$ cat src/rtl/pcbp_pkg.sv
`timescale 1ns / 1ps
// Shared types and constants for the prefix code bit packer.
// No dependencies; every other file imports this package.
package pcbp_pkg;

  localparam int SYM_W  = 8;
  localparam int CODE_W = 32;
  localparam int LEN_W  = 6;
  localparam int BYTE_W = 8;
  localparam int VB_W   = 4;

  typedef enum logic [1:0] {
    OP_LOAD   = 2'd0,
    OP_START  = 2'd1,
    OP_ENCODE = 2'd2,
    OP_FINISH = 2'd3
  } opcode_t;

  // Command classes handed from the front end to the byte sequencer.
  typedef enum logic [2:0] {
    K_ACK      = 3'd0,
    K_START    = 3'd1,
    K_ENCODE   = 3'd2,
    K_ENC_IDLE = 3'd3,
    K_FINISH   = 3'd4,
    K_FIN_IDLE = 3'd5
  } kind_t;

  typedef struct packed {
    kind_t              kind;
    logic [CODE_W-1:0]  code;
    logic [LEN_W-1:0]   len;
  } cmd_t;

endpackage

$ cat src/rtl/pcbp_back.sv
`timescale 1ns / 1ps
// Byte sequencer: merges codes into the pending bits, emits one word per cycle into
// the output register while it is free and keeps the session bit total. Uses pcbp_pkg.
module pcbp_back #(
  parameter int MAX_CODE_LEN = 32,
  parameter int TOTAL_WIDTH  = 48
) (
  input  logic                        clk,
  input  logic                        rst_n,
  input  logic                        cmd_valid,
  output logic                        cmd_ready,
  input  pcbp_pkg::cmd_t              cmd,
  output logic                        out_valid,
  input  logic                        out_ready,
  output logic [pcbp_pkg::BYTE_W-1:0] out_byte,
  output logic [pcbp_pkg::VB_W-1:0]   out_valid_bits,
  output logic [TOTAL_WIDTH-1:0]      out_total_bits,
  output logic                        out_status,
  output logic                        out_last
);
  import pcbp_pkg::*;

  localparam int CODE_CAP = (MAX_CODE_LEN > CODE_W) ? CODE_W : MAX_CODE_LEN;
  localparam int ACC_W    = 7 + CODE_CAP;
  localparam int CNT_W    = $clog2(ACC_W + 1);

  typedef enum logic {ST_IDLE, ST_EMIT} state_t;

  state_t                 st_r;
  logic [ACC_W-1:0]       acc_r;
  logic [CNT_W-1:0]       cnt_r;
  logic [TOTAL_WIDTH-1:0] total_r;
  logic                   out_valid_r;
  logic [BYTE_W-1:0]      out_byte_r;
  logic [VB_W-1:0]        valid_bits_r;
  logic [TOTAL_WIDTH-1:0] total_bits_r;
  logic                   status_r;
  logic                   last_r;

  logic                   out_free;
  logic                   pop;
  logic                   below16;
  logic [BYTE_W-1:0]      pend_byte;

  assign out_free  = !out_valid_r || out_ready;
  assign pop       = cmd_valid && st_r == ST_IDLE && (cmd.kind == K_ENCODE || out_free);
  assign cmd_ready = st_r == ST_IDLE && (cmd.kind == K_ENCODE || out_free);
  assign below16   = {1'b0, cnt_r} < (CNT_W + 1)'(16);
  assign pend_byte = acc_r[BYTE_W-1:0] & ~({BYTE_W{1'b1}} << cnt_r[2:0]);

  always_ff @(posedge clk) begin
    if (!rst_n) begin
      st_r        <= ST_IDLE;
      acc_r       <= '0;
      cnt_r       <= '0;
      total_r     <= '0;
      out_valid_r <= 1'b0;
    end else begin
      if (out_valid_r && out_ready) out_valid_r <= 1'b0;
      unique case (st_r)
        ST_IDLE: begin
          if (pop) begin
            // an encode merge may run while a word still waits: hold the output register
            if (cmd.kind != K_ENCODE) begin
              out_byte_r   <= '0;
              valid_bits_r <= '0;
              total_bits_r <= '0;
              status_r     <= 1'b0;
              last_r       <= 1'b1;
            end
            unique case (cmd.kind)
              K_ENCODE: begin
                acc_r   <= acc_r | (ACC_W'(cmd.code) << cnt_r[2:0]);
                cnt_r   <= cnt_r + CNT_W'(cmd.len);
                total_r <= total_r + TOTAL_WIDTH'(cmd.len);
                st_r    <= ST_EMIT;
              end
              K_START: begin
                acc_r       <= '0;
                cnt_r       <= '0;
                total_r     <= '0;
                out_valid_r <= 1'b1;
              end
              K_ENC_IDLE: begin
                status_r    <= 1'b1;
                out_valid_r <= 1'b1;
              end
              K_FIN_IDLE: begin
                status_r     <= 1'b1;
                total_bits_r <= total_r;
                out_valid_r  <= 1'b1;
              end
              K_FINISH: begin
                out_byte_r   <= pend_byte;
                valid_bits_r <= VB_W'(cnt_r);
                total_bits_r <= total_r;
                acc_r        <= '0;
                cnt_r        <= '0;
                out_valid_r  <= 1'b1;
              end
              default: out_valid_r <= 1'b1;
            endcase
          end
        end
        ST_EMIT: begin
          if (out_free) begin
            out_valid_r  <= 1'b1;
            total_bits_r <= '0;
            status_r     <= 1'b0;
            if (cnt_r >= CNT_W'(8)) begin
              out_byte_r   <= acc_r[BYTE_W-1:0];
              valid_bits_r <= VB_W'(8);
              last_r       <= below16;
              acc_r        <= acc_r >> 8;
              cnt_r        <= cnt_r - CNT_W'(8);
              if (below16) st_r <= ST_IDLE;
            end else begin
              // no byte completed: plain acknowledgement
              out_byte_r   <= '0;
              valid_bits_r <= '0;
              last_r       <= 1'b1;
              st_r         <= ST_IDLE;
            end
          end
        end
        default: st_r <= ST_IDLE;
      endcase
    end
  end

  assign out_valid      = out_valid_r;
  assign out_byte       = out_byte_r;
  assign out_valid_bits = valid_bits_r;
  assign out_total_bits = total_bits_r;
  assign out_status     = status_r;
  assign out_last       = last_r;

  a_idle_partial: assert property (@(posedge clk) disable iff (!rst_n)
    st_r == ST_IDLE |-> cnt_r < CNT_W'(8))
    else $error("pending count not below a byte while idle");

  a_status_no_bits: assert property (@(posedge clk) disable iff (!rst_n)
    out_valid_r && status_r |-> valid_bits_r == '0 && out_byte_r == '0)
    else $error("not-active status word carries code bits");

  a_full_byte_clean: assert property (@(posedge clk) disable iff (!rst_n)
    out_valid_r && valid_bits_r == VB_W'(8) |-> !status_r && total_bits_r == '0)
    else $error("full byte word carries status or total");

endmodule

$ cat config.mk
export PLATFORM = sky130hd
export DESIGN_NAME = pcbp_back
export DESIGN_NICKNAME = d
export VERILOG_FILES = /design/src/rtl/pcbp_pkg.sv /design/src/rtl/pcbp_back.sv
export SDC_FILE = /design/constraint.sdc
export NUM_CORES = 1
export LEC_CHECK = 0
export BUFFER_PORTS_ARGS = -buffer_cell sky130_fd_sc_hd__clkbuf_2
export CAP_MARGIN = 20
export CORE_ASPECT_RATIO = 2
export CORE_UTILIZATION = 51
export CTS_CLUSTER_SIZE = 25
export DETAILED_ROUTE_END_ITERATION = 10
export GPL_TIMING_DRIVEN = 0
export MAX_ROUTING_LAYER = met4
export PLACE_DENSITY = 0.75
export SETUP_SLACK_MARGIN = 0.02
export SYNTH_ARGS = -nofsm -noshare
export SYNTH_HDL_FRONTEND = slang
export SYNTH_SLANG_ARGS = --single-unit
$ cat constraint.sdc
create_clock -name clk -period 4.2 [get_ports clk]
set_input_delay 0.63 -clock clk [delete_from_list [all_inputs] [get_ports clk]]
set_output_delay 0.63 -clock clk [all_outputs]
set_load 0.01 [all_outputs]
==> flow_metrics.py <==
metrics = {
    "synthesis": {
        "yosysSeqAreaShare_pct": 46.9,
        "async_flop_share_pct": 0,
        "syn_inst": 809,
        "synth.distinct_cells": 64,
        "yosysTopAreaCellShare_pct": 23.7,
        "synth-edff-count": 62,
        "syn-cell-area_um2": 8020,
        "synth_most_common_cell": "dfxtp_1",
        "synth_area_leaders": "dfxtp_1 24%, edfxtp_1 23%, mux2i_1 5.1%, a21oi_1 4.2%, and2_1 3.4%",
        "synth_nets": 869,
        "synth.yosys.warnings": 0,
        "yosysTopAreaCell": "dfxtp_1",
        "synth_common_cells": "95 x dfxtp_1, 68 x a21oi_1, 67 x nand2_1, 62 x edfxtp_1, 44 x and2_1",
        "syn_avg_cell_area_um2": 9.91,
        "synthFlopType": "dfxtp_1",
        "ys_ff_latch": 157,
    },
    "clock_network": {
        "cts_setup_buffers": 0,
        "holdBufCountCts": 0,
        "htreeDepth": 4,
        "root_buffer": "clkbuf_16",
        "cts_buffers": 17,
        "cts_tree": "done",
        "clk_latency_ns": 0.43,
        "cts_resized": 0,
        "clockBufferDepth": 2,
        "clk_pin_slew_ns": 0.07,
        "numClockSinks": 157,
    },
    "place": {
        "place.gp.congestion": 0.938,
        "hpwlAfterDp_mm": 16.1,
        "io_buffers": 106,
        "post-place-cells": 1114,
        "dpl_cell_area_um2": 8830,
        "place_ws_ns": 0.850,
    },
    "route": {
        "wl_per_cell_um": 18.2,
        "drtAntennaViolNets": 0,
        "viasPerCell": 5.87,
        "drtIter0Drc": 375,
        "wl_mm": 20.9,
        "vias": 6731,
        "drt_pre_antenna_iters": 4,
        "drc": 0,
    },
    "die": {
        "die_h_um": 179,
        "start_util_pct": 52.4,
        "dieArea_um2": 16300,
        "row_count": 64,
        "die_w_um": 90.7,
        "core_area_um2": 15300,
        "io_pins": 109,
    },
    "worst_setup_path": {
        "critPathArrivalTime_ns": 3.50,
        "crit_fanout": 10,
        "worstPathRequired_ns": 4.50,
        "setup.worst_path.end_class": "register",
        "worst_setup_path_start_kind": "register",
        "path_class": "register to register",
    },
    "global_routing": {
        "grt_overflow_total": 0,
        "grt_max_degree": 29,
        "grt.total_usage_pct": 27.7,
        "grt_pass1_vias": 6709,
        "antenna_found_initial": 0,
        "grt_first_pass_wirelength_mm": 33.3,
    },
    "run": {
        "maxCapViolCount": 0,
    },
    "sta": {
        "layout_setup_ws_ns": 0.999,
        "rsz0062_at_grt": "no",
        "setup_viol": 0,
        "report.final.slew_viol_count": 0,
        "slew_headroom_pct": 36.2,
        "fin_crit_sh_pct": 76.2,
        "finalHoldViolCount": 0,
        "tightest_slew_ns": 0.953,
        "finalClockSkew_ns": 0.00931,
        "tns_ns": 0,
        "fmax_mhz": 312,
        "final.min_clock_period_ns": 3.20,
    },
    "hold_path": {
        "hp-class": "register to register",
    },
    "outcome": {
        "status": "finished clean",
    },
    "final_layout": {
        "n_antenna_cell": 0,
        "synthToLayoutAreaGrowth_pct": 17.1,
        "fin_cells": 1146,
        "finalInstanceArea_um2": 9390,
        "final_nets": 995,
        "post-route-util_pct": 61.4,
        "drive_above_1_share_pct": 18.8,
    },
    "power_and_ir_drop": {
        "vdd_drop_max_mv": 0.266,
        "total_leakage_power_nw": 3.34,
        "power_density_nw_per_um2": 370,
    },
}
worst paths after layout:
kind | start | end | slack (ns) | cells past startpoint
max reg2reg | cnt_r[1]$_SDFFE_PN0P_ | cnt_r[4]$_SDFFE_PN0N_ | 1.0 | 10
max | cnt_r[1]$_SDFFE_PN0P_ | cnt_r[4]$_SDFFE_PN0N_ | 1.0 | 10
min reg2reg | acc_r[4]$_SDFFE_PN0N_ | acc_r[4]$_SDFFE_PN0N_ | 0.46 | 1
min | acc_r[4]$_SDFFE_PN0N_ | acc_r[4]$_SDFFE_PN0N_ | 0.46 | 1
state kept, by name (all words and copies together), names as in the netlist:
| signal | count |
|---|---|
| out_total_bits | 48 |
| total_r | 48 |
| acc_r | 39 |
| out_byte | 8 |
| cnt_r | 6 |
| out_valid_bits | 4 |
| out_last | 1 |
| out_status | 1 |
| out_valid | 1 |
| st_r | 1 |
per-layer routing:
metal	vias to the layer above	part of all wire, %	global-route usage [%]
li1	3252	-	-
met1	3143	34	24.9
met2	258	55	52.2
met3	78	4.6	4.07
met4	0	6.4	19.7
met5	-	0	-
layout by cell type (no fill, tap or decap), types with 17 or more instances in the layout:
cell,n
dfxtp_1,95
clkbuf_16,17
and2_1,44
o21ai_0,31
nand2_1,67
mux2i_1,41
a21oi_1,68
inv_1,30
nor2_1,38
or3_1,21
nand3_1,21
edfxtp_1,62
clkbuf_1,41
a221o_1,24
clkbuf_2,106
critical path: stages, from the launching register on:
cell	delay (ns)
dfxtp_1	0.32
clkbuf_1	0.56
clkbuf_1	0.53
buf_2	0.38
inv_1	0.20
fa_1	0.47
nor2b_1	0.13
o21a_1	0.13
o21ai_0	0.07
a32oi_1	0.19
a21oi_1	0.09
logic make-up (layout without fill, tap and decap cells):
kind of cell / after synthesis / after routing / synth area share (%)
buffers and inverters: 82 / 221 / 4.03
AND/OR/NAND/NOR: 264 / 264 / 17.4
adder cells (fa/ha/maj): 15 / 15 / 2.53
XOR/XNOR: 20 / 20 / 2.18
multiplexers: 65 / 65 / 9.47
flip-flops: 157 / 157 / 46.9
AO/OA/AOI/OAI: 206 / 206 / 17.5
metrics by stage:
| stage | hold slack [ns] | power (mW) |
|---|---|---|
| floorplan | 0.424 | 1.93 |
| global route | 0.480 | 3.59 |
| CTS | 0.458 | 3.48 |
| finish | 0.456 | 3.47 |
| global placement | 0.437 | 2.06 |
| detailed placement | 0.439 | 2.07 |
where the power goes:
group / internal [mW] / leakage, nW / switching, mW
sequential: 1.63 / 1.32 / 0.0240
combinational: 0.152 / 1.73 / 0.239
clock: 0.805 / 0.281 / 0.623
total: 2.58 / 3.34 / 0.886
cell type report:
cell class              count  area [um2]
multi-input cells         570        3940
well taps                 198         248
plain buffers              52         210
flip-flops and latches    157        3760
repair buffers            107         558
inverters                  30         113
clock buffers              20         467
clock inverters            12        88.8
fillers                  1380        5910
Note: power is estimated with default switching activity, not from simulation.
