[config.mk]
export PLATFORM = sky130hd
export DESIGN_NAME = pcbp_queue
export DESIGN_NICKNAME = d
export VERILOG_FILES = /design/src/rtl/pcbp_pkg.sv /design/src/rtl/pcbp_queue.sv
export SDC_FILE = /design/constraint.sdc
export NUM_CORES = 1
export LEC_CHECK = 0
export ABC_CLOCK_PERIOD_IN_PS = 2500
export BUFFER_PORTS_ARGS = -buffer_cell sky130_fd_sc_hd__buf_4
export CORE_MARGIN = 3
export CORE_UTILIZATION = 50
export DETAILED_ROUTE_END_ITERATION = 7
export PLACE_DENSITY = 0.75
export SLEW_MARGIN = 30
export SYNTH_ARGS = -nofsm -noshare
export SYNTH_HDL_FRONTEND = slang
export SYNTH_SLANG_ARGS = --single-unit
[constraint.sdc]
create_clock -name clk -period 2.5 [get_ports clk]
set_clock_uncertainty 0.15 [all_clocks]
set_input_delay 0.25 -clock clk [delete_from_list [all_inputs] [get_ports clk]]
set_output_delay 0.25 -clock clk [all_outputs]
set_load 0.1 [all_outputs]
[src/rtl/pcbp_pkg.sv]
`timescale 1ns / 1ps
// Shared types and constants for the prefix code bit packer.
// No dependencies; every other file imports this package.
package pcbp_pkg;

  localparam int SYM_W  = 8;
  localparam int CODE_W = 32;
  localparam int LEN_W  = 6;
  localparam int BYTE_W = 8;
  localparam int VB_W   = 4;

  typedef enum logic [1:0] {
    OP_LOAD   = 2'd0,
    OP_START  = 2'd1,
    OP_ENCODE = 2'd2,
    OP_FINISH = 2'd3
  } opcode_t;

  // Command classes handed from the front end to the byte sequencer.
  typedef enum logic [2:0] {
    K_ACK      = 3'd0,
    K_START    = 3'd1,
    K_ENCODE   = 3'd2,
    K_ENC_IDLE = 3'd3,
    K_FINISH   = 3'd4,
    K_FIN_IDLE = 3'd5
  } kind_t;

  typedef struct packed {
    kind_t              kind;
    logic [CODE_W-1:0]  code;
    logic [LEN_W-1:0]   len;
  } cmd_t;

endpackage

[src/rtl/pcbp_queue.sv]
`timescale 1ns / 1ps
// Two-entry command queue between the front end and the byte sequencer.
// Depends on pcbp_pkg for the command word.
module pcbp_queue (
  input  logic           clk,
  input  logic           rst_n,
  input  logic           push_valid,
  output logic           push_ready,
  input  pcbp_pkg::cmd_t push_cmd,
  output logic           pop_valid,
  input  logic           pop_ready,
  output pcbp_pkg::cmd_t pop_cmd
);
  import pcbp_pkg::*;

  localparam int DEPTH = 2;

  cmd_t       mem_r [DEPTH];
  logic       wr_ptr_r;
  logic       rd_ptr_r;
  logic [1:0] count_r;
  logic       push;
  logic       pop;

  assign push_ready = count_r != 2'(DEPTH);
  assign pop_valid  = count_r != 2'd0;
  assign push       = push_valid && push_ready;
  assign pop        = pop_valid && pop_ready;
  assign pop_cmd    = mem_r[rd_ptr_r];

  always_ff @(posedge clk) begin
    if (push) mem_r[wr_ptr_r] <= push_cmd;
  end

  always_ff @(posedge clk) begin
    if (!rst_n) begin
      wr_ptr_r <= 1'b0;
      rd_ptr_r <= 1'b0;
      count_r  <= 2'd0;
    end else begin
      if (push) wr_ptr_r <= !wr_ptr_r;
      if (pop)  rd_ptr_r <= !rd_ptr_r;
      unique case ({push, pop})
        2'b10:   count_r <= count_r + 2'd1;
        2'b01:   count_r <= count_r - 2'd1;
        default: count_r <= count_r;
      endcase
    end
  end

endmodule

==> reports/results.md, run 1 <==
Outcome
* finished, final reports clean — status

STA
* 0 ps — total negative slack
* no — unrepaired setup endpoints after global routing
* 0 — Fin. Hold Viols
* 0 — max-slew violation total from the final report
* 514 MHz — highest achievable clock rate
* 1940 ps — final critical-path required period
* 0 — final count of negative-setup-slack endpoints
* 76.7% — max_slew headroom
* 350 ps — actual slew at the worst max-slew pin
* 80.2 ps — Hold Slack
* 77.8% — final period utilization

Clock network
* 87 — CTS Sinks
* 0 — Resized cells post-CTS
* 3 — H-tree depth reported by CTS
* 42 — hold buffer count at cts
* built — clock tree from TritonCTS
* clkbuf_8 — buffer type at the clock tree root
* 70 ps — CTS clk-pin slew, worst paths
* 2 — CTS Buffer Depth
* 9 — number of buffers added by the clock tree synthesis step
* 0 — setup bufs post-CTS
* 330 ps — insertion delay of the later-clocked pin in the worst-skew pair

Synth
* 21 — Distinct cells, synth
* 1.18% — Synth Area in Compound Gates
* 198 — Post-Syn Nets
* 0% — async set-or-reset flop fraction in the synthesized netlist
* 152 — Gate Count Post-Synth
* edfxtp_1 — Synth area leader
* 87 — Yosys reg bits
* 0.393% — fraction of the mapped netlist area in adder cells
* 77.4% — share of Yosys cell area claimed by the top area cell type
* edfxtp_1 (82), mux2_2 (41), dfxtp_1 (5) — Commonest cells post-synth
* edfxtp_1 — cell with the most instances after synthesis
* 80.5% — proportion of synthesized chip area in sequential cells
* 0 — Ys Warns
* multiplexers — largest family of logic cells by synthesized area
* 82 — number of enable flip-flop cells after synthesis
* edfxtp_1 (77%), mux2_2 (15%), dfxtp_1 (3.1%) — cell types occupying the most area after synthesis
* 0.825% — Synth Area in XOR/XNOR
* 20.9 um2 — Synth Area per Inst
* 1.73% — basic-gate share of the synthesized area counting and, or, nand and nor cells
* 14.5% — fraction of synthesized area in multiplexers
* edfxtp_1 — commonest register cell after synthesis
* 3180 um2 — Mapped Area

Worst setup path
* 2100 ps — Req. time, crit path
* register — type of element launching the critical path
* 1540 ps — WP data arrival
* 3 — worst r2r path cells
* reg2out — Worst Setup Path Type
* 41 — peak fanout along the critical path
* primary output — endpoint kind of the worst setup timing path
* 760 ps — register-to-register setup slack
* mem_r[1][13] — reg2reg end
* pop_cmd[29] — endpoint of the most critical setup path
* count_r[0] — startpoint of the worst register-to-register path

Drt
* 5.81 mm — wire length after detailed routing
* 4.85 — vias per std cell
* 1,796 — vias post-DR
* 15.7 um — wire per inst
* 0 — antenna-violating nets left
* 3 — detailed-routing iteration count for the pre-antenna-repair pass
* 96 — number of DRC markers after the initial detailed-route iteration
* 0 — DRC Markers

Global routing
* 1,898 — vias in the first global route
* 0 — grt ovf
* 9.42 mm — global-route wire length before repair
* 17.2% — aggregate global-route resource usage
* 42 — pin count of the biggest net entering global routing
* 0 — antenna violations before repair

Die
* 85.8 um — die span in y
* 88 — number of top-level pins
* 85.8 um — width of the chip
* 52.8% — initial core utilization
* 6030 um2 — total core area
* 7360 um2 — area of the die
* 28 — cell row count

Place
* 0.704 — GP Congestion
* 312 — cell count after placement
* 87 — IO buf count
* 3.63 mm — placed wire-length estimate

Layout
* 336 — Net count, final
* 43.8% — area growth from synthesis to final layout
* 370 — Final Non-Filler Cells
* 50.2% — fraction of layout instances using a drive strength above 1
* 0 — number of diodes

Min path
* in2reg — worst min path class

Flow run
* 0 — MaxCap Viol Count

critical path, cell delays in order, from the launching register on:
cell and delay (ps):
dfxtp_2 340, buf_12 240, mux2_2 380, buf_4 240
state kept, by name, indices dropped and copies added (netlist names), named ones only:
signal    cells
count_r       2
mem_r        82
rd_ptr_r      1
wr_ptr_r      1
area by class of cell:
type / instances / area [um2]
timing repair buffer: 132 / 1130
inverter: 1 / 7.51
multi-input combinational: 59 / 597
sequential: 87 / 2560
clock buffer: 11 / 131
fill: 366 / 1450
tap: 75 / 93.8
clock inverter: 5 / 48.8
how the worst min path moves through the flow:
stage	from	slack, ps	depth (start not counted)	end
after floorplan	push_cmd[0]	200	0	mem_r[0][0]
after detailed placement	push_cmd[10]	290	1	mem_r[1][10]
after global routing	push_valid	90	3	wr_ptr_r
after CTS	push_valid	60	3	wr_ptr_r
final	push_valid	80	3	wr_ptr_r
after global placement	push_cmd[14]	280	1	mem_r[0][14]
layer usage:
| layer | track usage, % | wire, um |
|---|---|---|
| met3 | 4.61 | 301 |
| met5 | 0 | 0 |
| met4 | 8.49 | 80 |
| met1 | 21.4 | 2410 |
| met2 | 28.2 | 3030 |
placed cells by master (no fill, tap or decap):
cell / n
dfxtp_2: 1
and2_1: 1
buf_12: 3
nand2_1: 1
dfxtp_1: 4
or2_2: 1
a21bo_2: 1
dlygate4sd3_1: 42
nand2b_2: 1
clkinvlp_4: 2
mux2_2: 41
and3_2: 1
bufinv_16: 1
a21boi_1: 1
o21a_1: 1
clkbuf_1: 2
ha_1: 1
buf_4: 87
nand3b_1: 1
clkbuf_8: 9
xnor2_1: 3
clkinv_1: 3
o21ai_0: 1
a21boi_0: 1
or3_1: 1
edfxtp_1: 82
nor2b_1: 2
logic make-up after synthesis:
family | Yosys count
XOR/XNOR | 3
flip-flops | 87
AND/OR/NAND/NOR | 9
buffers and inverters | 6
multiplexers | 41
adder cells (fa/ha/maj) | 1
AO/OA/AOI/OAI | 5
per-stage QoR:
step / utilization, % / setup slack [ps] / area (um2)
after floorplan: - / 248 / 3190
after global placement: 66.0 / 798 / 3980
after detailed placement: 66.0 / 763 / 3980
after CTS: 75.9 / 533 / 4580
after global routing: 75.9 / 489 / 4580
final: 75.9 / 556 / 4580
Power of run 1 is not shown: default switching activity piles up to over one toggle a cycle in this logic, so the estimate is an artifact.
==> run 2: changes to the inputs <==
ABC_AREA = 1   (was unset)
ABC_CLOCK_PERIOD_IN_PS = 1800   (was 2500)
PLACE_DENSITY = 0.74   (was 0.75)
clock period = 1.8 ns   (was 2.5 ns; I/O delays follow)
==> run 2 against run 1 <==
Net effect: die area rose by 6.5%; synthesized area grew 7.0%; wire length grew 35%; core utilization up 7.3 points; first-iteration DRC count up 14%; critical endpoint unchanged; cell count grew 4.9%; sequential cell count did not move; global-route usage is 0.87 points higher; register-to-register slack got worse by 430 ps; the run now ends with setup timing left.
==> reports/results.md, run 2 <==
Outcome
* finished, violations left — status
* setup timing — violations in the final reports

Drt
* 4 — detailed-routing iteration count for the pre-antenna-repair pass
* 7.83 mm — wire length after detailed routing
* 0 — DRC Markers
* 109 — number of DRC markers after the initial detailed-route iteration
* 0 — antenna-violating nets left
* 1,948 — vias post-DR
* 5.02 — vias per std cell
* 20.2 um — wire per inst

Layout
* mem_r (82), count_r (2) — largest registers
* 352 — Net count, final
* 83.3% — post-route core utilization
* mem_r — register ranked first by flip-flop count
* 0 — number of diodes
* 57.9% — area growth from synthesis to final layout
* 82 — max FFs per register
* 50.2% — fraction of layout instances using a drive strength above 1
* edfxtp_1 (82), buf_4 (47), buf_12 (44), dlygate4sd3_1 (43), mux2_4 (40) — commonest non-fill, non-tap cells in the layout
* edfxtp_1 — most common cell after layout, fill and taps aside

Synth
* 75.2% — proportion of synthesized chip area in sequential cells
* 164 — Gate Count Post-Synth
* 72.3% — share of Yosys cell area claimed by the top area cell type
* 20.8 um2 — Synth Area per Inst
* edfxtp_1 (72%), mux2_4 (18%), dfxtp_1 (2.9%) — cell types occupying the most area after synthesis
* edfxtp_1 — commonest register cell after synthesis
* 87 — Yosys reg bits
* 18 — Distinct cells, synth
* edfxtp_1 (82), mux2_4 (40), nand2_1 (9), nor2_1 (9), dfxtp_1 (5) — Commonest cells post-synth
* 0% — async set-or-reset flop fraction in the synthesized netlist
* 3410 um2 — Mapped Area
* edfxtp_1 — cell with the most instances after synthesis
* edfxtp_1 — Synth area leader
* 210 — Post-Syn Nets
* 82 — number of enable flip-flop cells after synthesis
* 0 — Ys Warns

Place
* 0.687 — GP Congestion
* 87 — IO buf count
* 3.93 mm — placed wire-length estimate
* 288 ps — placement-stage worst setup slack

Power and ir drop
* 0.00774 W — Overall Power
* 0.993 mV — worst vdd rail ir drop
* 1440 nW/um2 — power per unit of standard cell area
* 2.12 nW — Leak Pwr

STA
* 101% — final period utilization
* 280 ps — actual slew at the worst max-slew pin
* yes — unrepaired setup endpoints after global routing
* -24.0 ps — post-route setup slack
* 0 — Fin. Hold Viols
* 0 — max-slew violation total from the final report
* 92.6 ps — Hold Slack
* 81.5% — max_slew headroom
* 548 MHz — highest achievable clock rate
* 1820 ps — final critical-path required period
* 10 — final count of negative-setup-slack endpoints

Clock network
* 350 ps — insertion delay of the later-clocked pin in the worst-skew pair
* 80 ps — CTS clk-pin slew, worst paths
* 87 — CTS Sinks
* 2 — CTS Buffer Depth
* clkbuf_8 — buffer type at the clock tree root
* 0 — setup bufs post-CTS
* built — clock tree from TritonCTS
* 3 — H-tree depth reported by CTS
* 9 — number of buffers added by the clock tree synthesis step

Die
* 29 — cell row count
* 88 — number of top-level pins
* 88.5 um — die span in y
* 88.5 um — width of the chip
* 6460 um2 — total core area
* 52.7% — initial core utilization
* 7840 um2 — area of the die

Worst setup path
* 13 — peak fanout along the critical path
* 1490 ps — WP data arrival
* count_r[0] — startpoint of the worst register-to-register path
* 1470 ps — Req. time, crit path
* register — type of element launching the critical path
* primary output — endpoint kind of the worst setup timing path
* reg2out — Worst Setup Path Type

Global routing
* 10.1 mm — global-route wire length before repair
* 43 — pin count of the biggest net entering global routing
* 0 — grt ovf
* 0 — antenna violations before repair
* 18.1% — aggregate global-route resource usage
* 1,951 — vias in the first global route

Min path
* in2reg — worst min path class
* push_valid — launch instance of the worst min-delay path

Flow run
* 0 — MaxCap Viol Count

[run 2: cell count changes after synthesis, moves of 2 or more]
cell / before / now
inv_1: 1 / 4
mux2_4: 0 / 40
buf_2: 4 / 0
xnor2_1: 3 / 0
nor2_1: 0 / 9
nor2b_1: 2 / 0
mux2_2: 41 / 1
buf_12: 0 / 4
nand2_1: 1 / 9
[run 2: stage by stage]
stage	cell area (um2)	instances	setup TNS (ps)
6_report	5380	388	-72.5
5_1_grt	5380	388	-1640
4_1_cts	5190	388	-363
3_5_place_dp	4200	328	0
3_3_place_gp	4200	328	0
2_1_floorplan	3450	164	-5390
[run 2: final cells by class]
class	instances	area (um2)
inverter	5	21.3
timing repair buffer	136	1700
multi-input combinational	67	776
tap	77	96.3
sequential	87	2570
clock buffer	10	128
fill	314	1080
clock inverter	6	85.1
[run 2: where the power goes]
group          switching [W]  internal [W]  total [W]
Clock               0.000683      0.000778    0.00146
Combinational        0.00229       0.00139    0.00369
Sequential          0.000109       0.00248    0.00259
Total                0.00309       0.00465    0.00774
[run 2: kinds of logic after synthesis]
logic type | count (synthesis) | synth area share [%]
compound gates | 3 | 0.514
mux | 41 | 18.0
fa+ha+maj | 1 | 0.367
simple gates | 22 | 2.68
flops | 87 | 75.2
buf+inv | 10 | 3.23
[run 2: timing repair]
action	4_1_cts	5_1_grt
resized for setup	81	42
hold buffers	43	0
gates cloned	1	0
hold endpoints to repair	87	0
setup endpoints to repair	41	41
[run 2: metal layers]
layer  track usage [%]  vias up  wire, um  part of all wire [%]
met5                 0        -         0                     0
met4              6.59        0        97                   1.2
met3              5.21       10       266                   3.4
met2              31.5       48      4560                    58
met1              21.4      987      2900                    37
li1                  -      903         -                     -
[run 2: worst max-delay path, cell delays in order, from the launching register on]
cell,delay (ps)
dfxtp_4,420
buf_12,180
mux2_2,350
buf_6,190
[run 2: path summary, 6_finish.rpt]
path,slack [ps],cells past startpoint,end
setup / recovery,-20,3,pop_cmd[29]
setup reg to reg,330,5,mem_r[0][6]
hold reg to reg,360,2,register
hold / removal,90,5,wr_ptr_r
No activity file was read; power rests on OpenSTA's default activity.
==> run 3: changes to the inputs <==
ABC_AREA = unset   (was 1)
ABC_CLOCK_PERIOD_IN_PS = 1670   (was 1800)
CORE_UTILIZATION = 46   (was 50)
PLACE_DENSITY = 0.72   (was 0.74)
clock period = 1.67 ns   (was 1.8 ns; I/O delays follow)
==> run 3 against run 2 <==
Net effect: worst setup slack got worse by 100 ps; combinational power increased by 37%; the flow still finishes with violations (setup timing); cell count decreased by 3.1%; die area increased by 1.5%; global-route usage decreased by 1.0 points; critical path depth unchanged; non-clock buffer count increased by 1; sequential power increased by 12%; final area decreased by 9.5%; sequential share of layout area increased by 5.0 points; via count decreased by 5.3%.
==> reports/results.md, run 3 (synthesis results as in run 1) <==
Clock network
* 87 — CTS Sinks
* 9 — number of buffers added by the clock tree synthesis step
* 330 ps — insertion delay of the later-clocked pin in the worst-skew pair
* 3 — H-tree depth reported by CTS
* built — clock tree from TritonCTS
* 0 — setup bufs post-CTS
* clkbuf_8 — buffer type at the clock tree root
* 2 — CTS Buffer Depth
* 80 ps — CTS clk-pin slew, worst paths

Drt
* 0 — antenna-violating nets left
* 17.4 um — wire per inst
* 4 — detailed-routing iteration count for the pre-antenna-repair pass
* 1,845 — vias post-DR
* 0 — DRC Markers
* 4.91 — vias per std cell
* 6.56 mm — wire length after detailed routing
* 80 — number of DRC markers after the initial detailed-route iteration

Die
* 89.2 um — width of the chip
* 29 — cell row count
* 48.7% — initial core utilization
* 7950 um2 — area of the die
* 6530 um2 — total core area
* 89.2 um — die span in y
* 88 — number of top-level pins

Place
* 3.97 mm — placed wire-length estimate
* 0.663 — GP Congestion
* 87 — IO buf count
* 104 ps — placement-stage worst setup slack

STA
* 0 — max-slew violation total from the final report
* 1790 ps — final critical-path required period
* 81.6% — max_slew headroom
* yes — unrepaired setup endpoints after global routing
* 557 MHz — highest achievable clock rate
* -125 ps — post-route setup slack
* 41 — final count of negative-setup-slack endpoints
* 279 ps — actual slew at the worst max-slew pin
* -4440 ps — total negative slack
* 107% — final period utilization
* 0 — Fin. Hold Viols

Worst setup path
* 1480 ps — WP data arrival
* 14 — peak fanout along the critical path
* register — type of element launching the critical path
* 1350 ps — Req. time, crit path
* reg2out — Worst Setup Path Type
* primary output — endpoint kind of the worst setup timing path

Flow run
* 0 — MaxCap Viol Count

Layout
* 0 — number of diodes
* mem_r — register ranked first by flip-flop count
* 52.9% — area growth from synthesis to final layout
* mem_r (82), count_r (2) — largest registers
* 52.5% — fraction of layout instances using a drive strength above 1
* 341 — Net count, final
* edfxtp_1 — most common cell after layout, fill and taps aside
* edfxtp_1 (82), buf_4 (47), dlygate4sd3_1 (43), mux2_2 (41), buf_6 (36) — commonest non-fill, non-tap cells in the layout
* 82 — max FFs per register

Power and ir drop
* 1.81 nW — Leak Pwr
* 0.00937 W — Overall Power
* 1920 nW/um2 — power per unit of standard cell area
* 1.52 mV — worst vdd rail ir drop

Global routing
* 17.1% — aggregate global-route resource usage
* 0 — grt ovf
* 9.80 mm — global-route wire length before repair
* 0 — antenna violations before repair
* 1,963 — vias in the first global route
* 30 — pin count of the biggest net entering global routing

Outcome
* setup timing — violations in the final reports
* finished, violations left — status

Min path
* in2reg — worst min path class

[run 3: changes by cell type in the layout (fill, tap and decap cells not counted), sizes merged, moves of 2 or more]
cell      before  now
nor2b          0    2
clkinvlp       1    3
xnor2          0    3
clkinv         3    1
inv            5    1
a21boi         0    2
nand2         10    1
nor2          10    0
[run 3: power breakdown]
| group | internal, W | leakage (nW) | switching, W | total [W] |
|---|---|---|---|---|
| Sequential | 0.00277 | 0.810 | 0.000128 | 0.00289 |
| Clock | 0.000687 | 0.0888 | 0.000717 | 0.00140 |
| Combinational | 0.00153 | 0.916 | 0.00354 | 0.00507 |
[run 3: final cells by class]
class                           count  area (um2)
Fill cell                         405        1670
Timing Repair Buffer              137        1390
Clock inverter                      5        58.8
Sequential cell                    87        2570
Tap cell                           77        96.3
Clock buffer                       10         128
Inverter                            1        7.51
Multi-Input combinational cell     59         614
[run 3: path summary, 6_finish.rpt]
path | from | to | slack [ps] | cells after the start
worst max-delay path | register | pop_cmd[17] | -120 | 3
worst min-delay path | pop_ready | register | 210 | 4
worst max register to register | count_r[1] | count_r[1] | 70 | 4
worst min register to register | rd_ptr_r | register | 420 | 2
[run 3: metal layers]
layer  vias to the layer above  wire length (um)  track usage (%)
met5                         -                 0                0
met4                         0               108             7.85
met3                         9               251             2.95
met2                        53              3530             30.5
met1                       903              2670             20.0
li1                        880                 -                -
[run 3: what timing repair did]
action / CTS / global route
hold buffers: 43 / 0
pin swaps: 0 / 1
setup endpoints to repair: 41 / 42
hold endpoints to repair: 87 / 0
gates cloned: 1 / 0
resized for setup: 46 / 6
[run 3: metrics by stage]
stage          cells  utilization [%]  hold WS, ps  cell area, um2
5_1_grt          376             74.5          240            4870
6_report         376             74.5          209            4870
2_1_floorplan    152                -          116            3210
3_5_place_dp     317             61.7          205            4030
3_3_place_gp     317             61.7          202            4030
4_1_cts          376             74.2          180            4840
[run 3: critical path, stage by stage (launching register included)]
cell     delay, ps
dfxtp_4        420
buf_12         170
mux2_2         360
buf_6          190
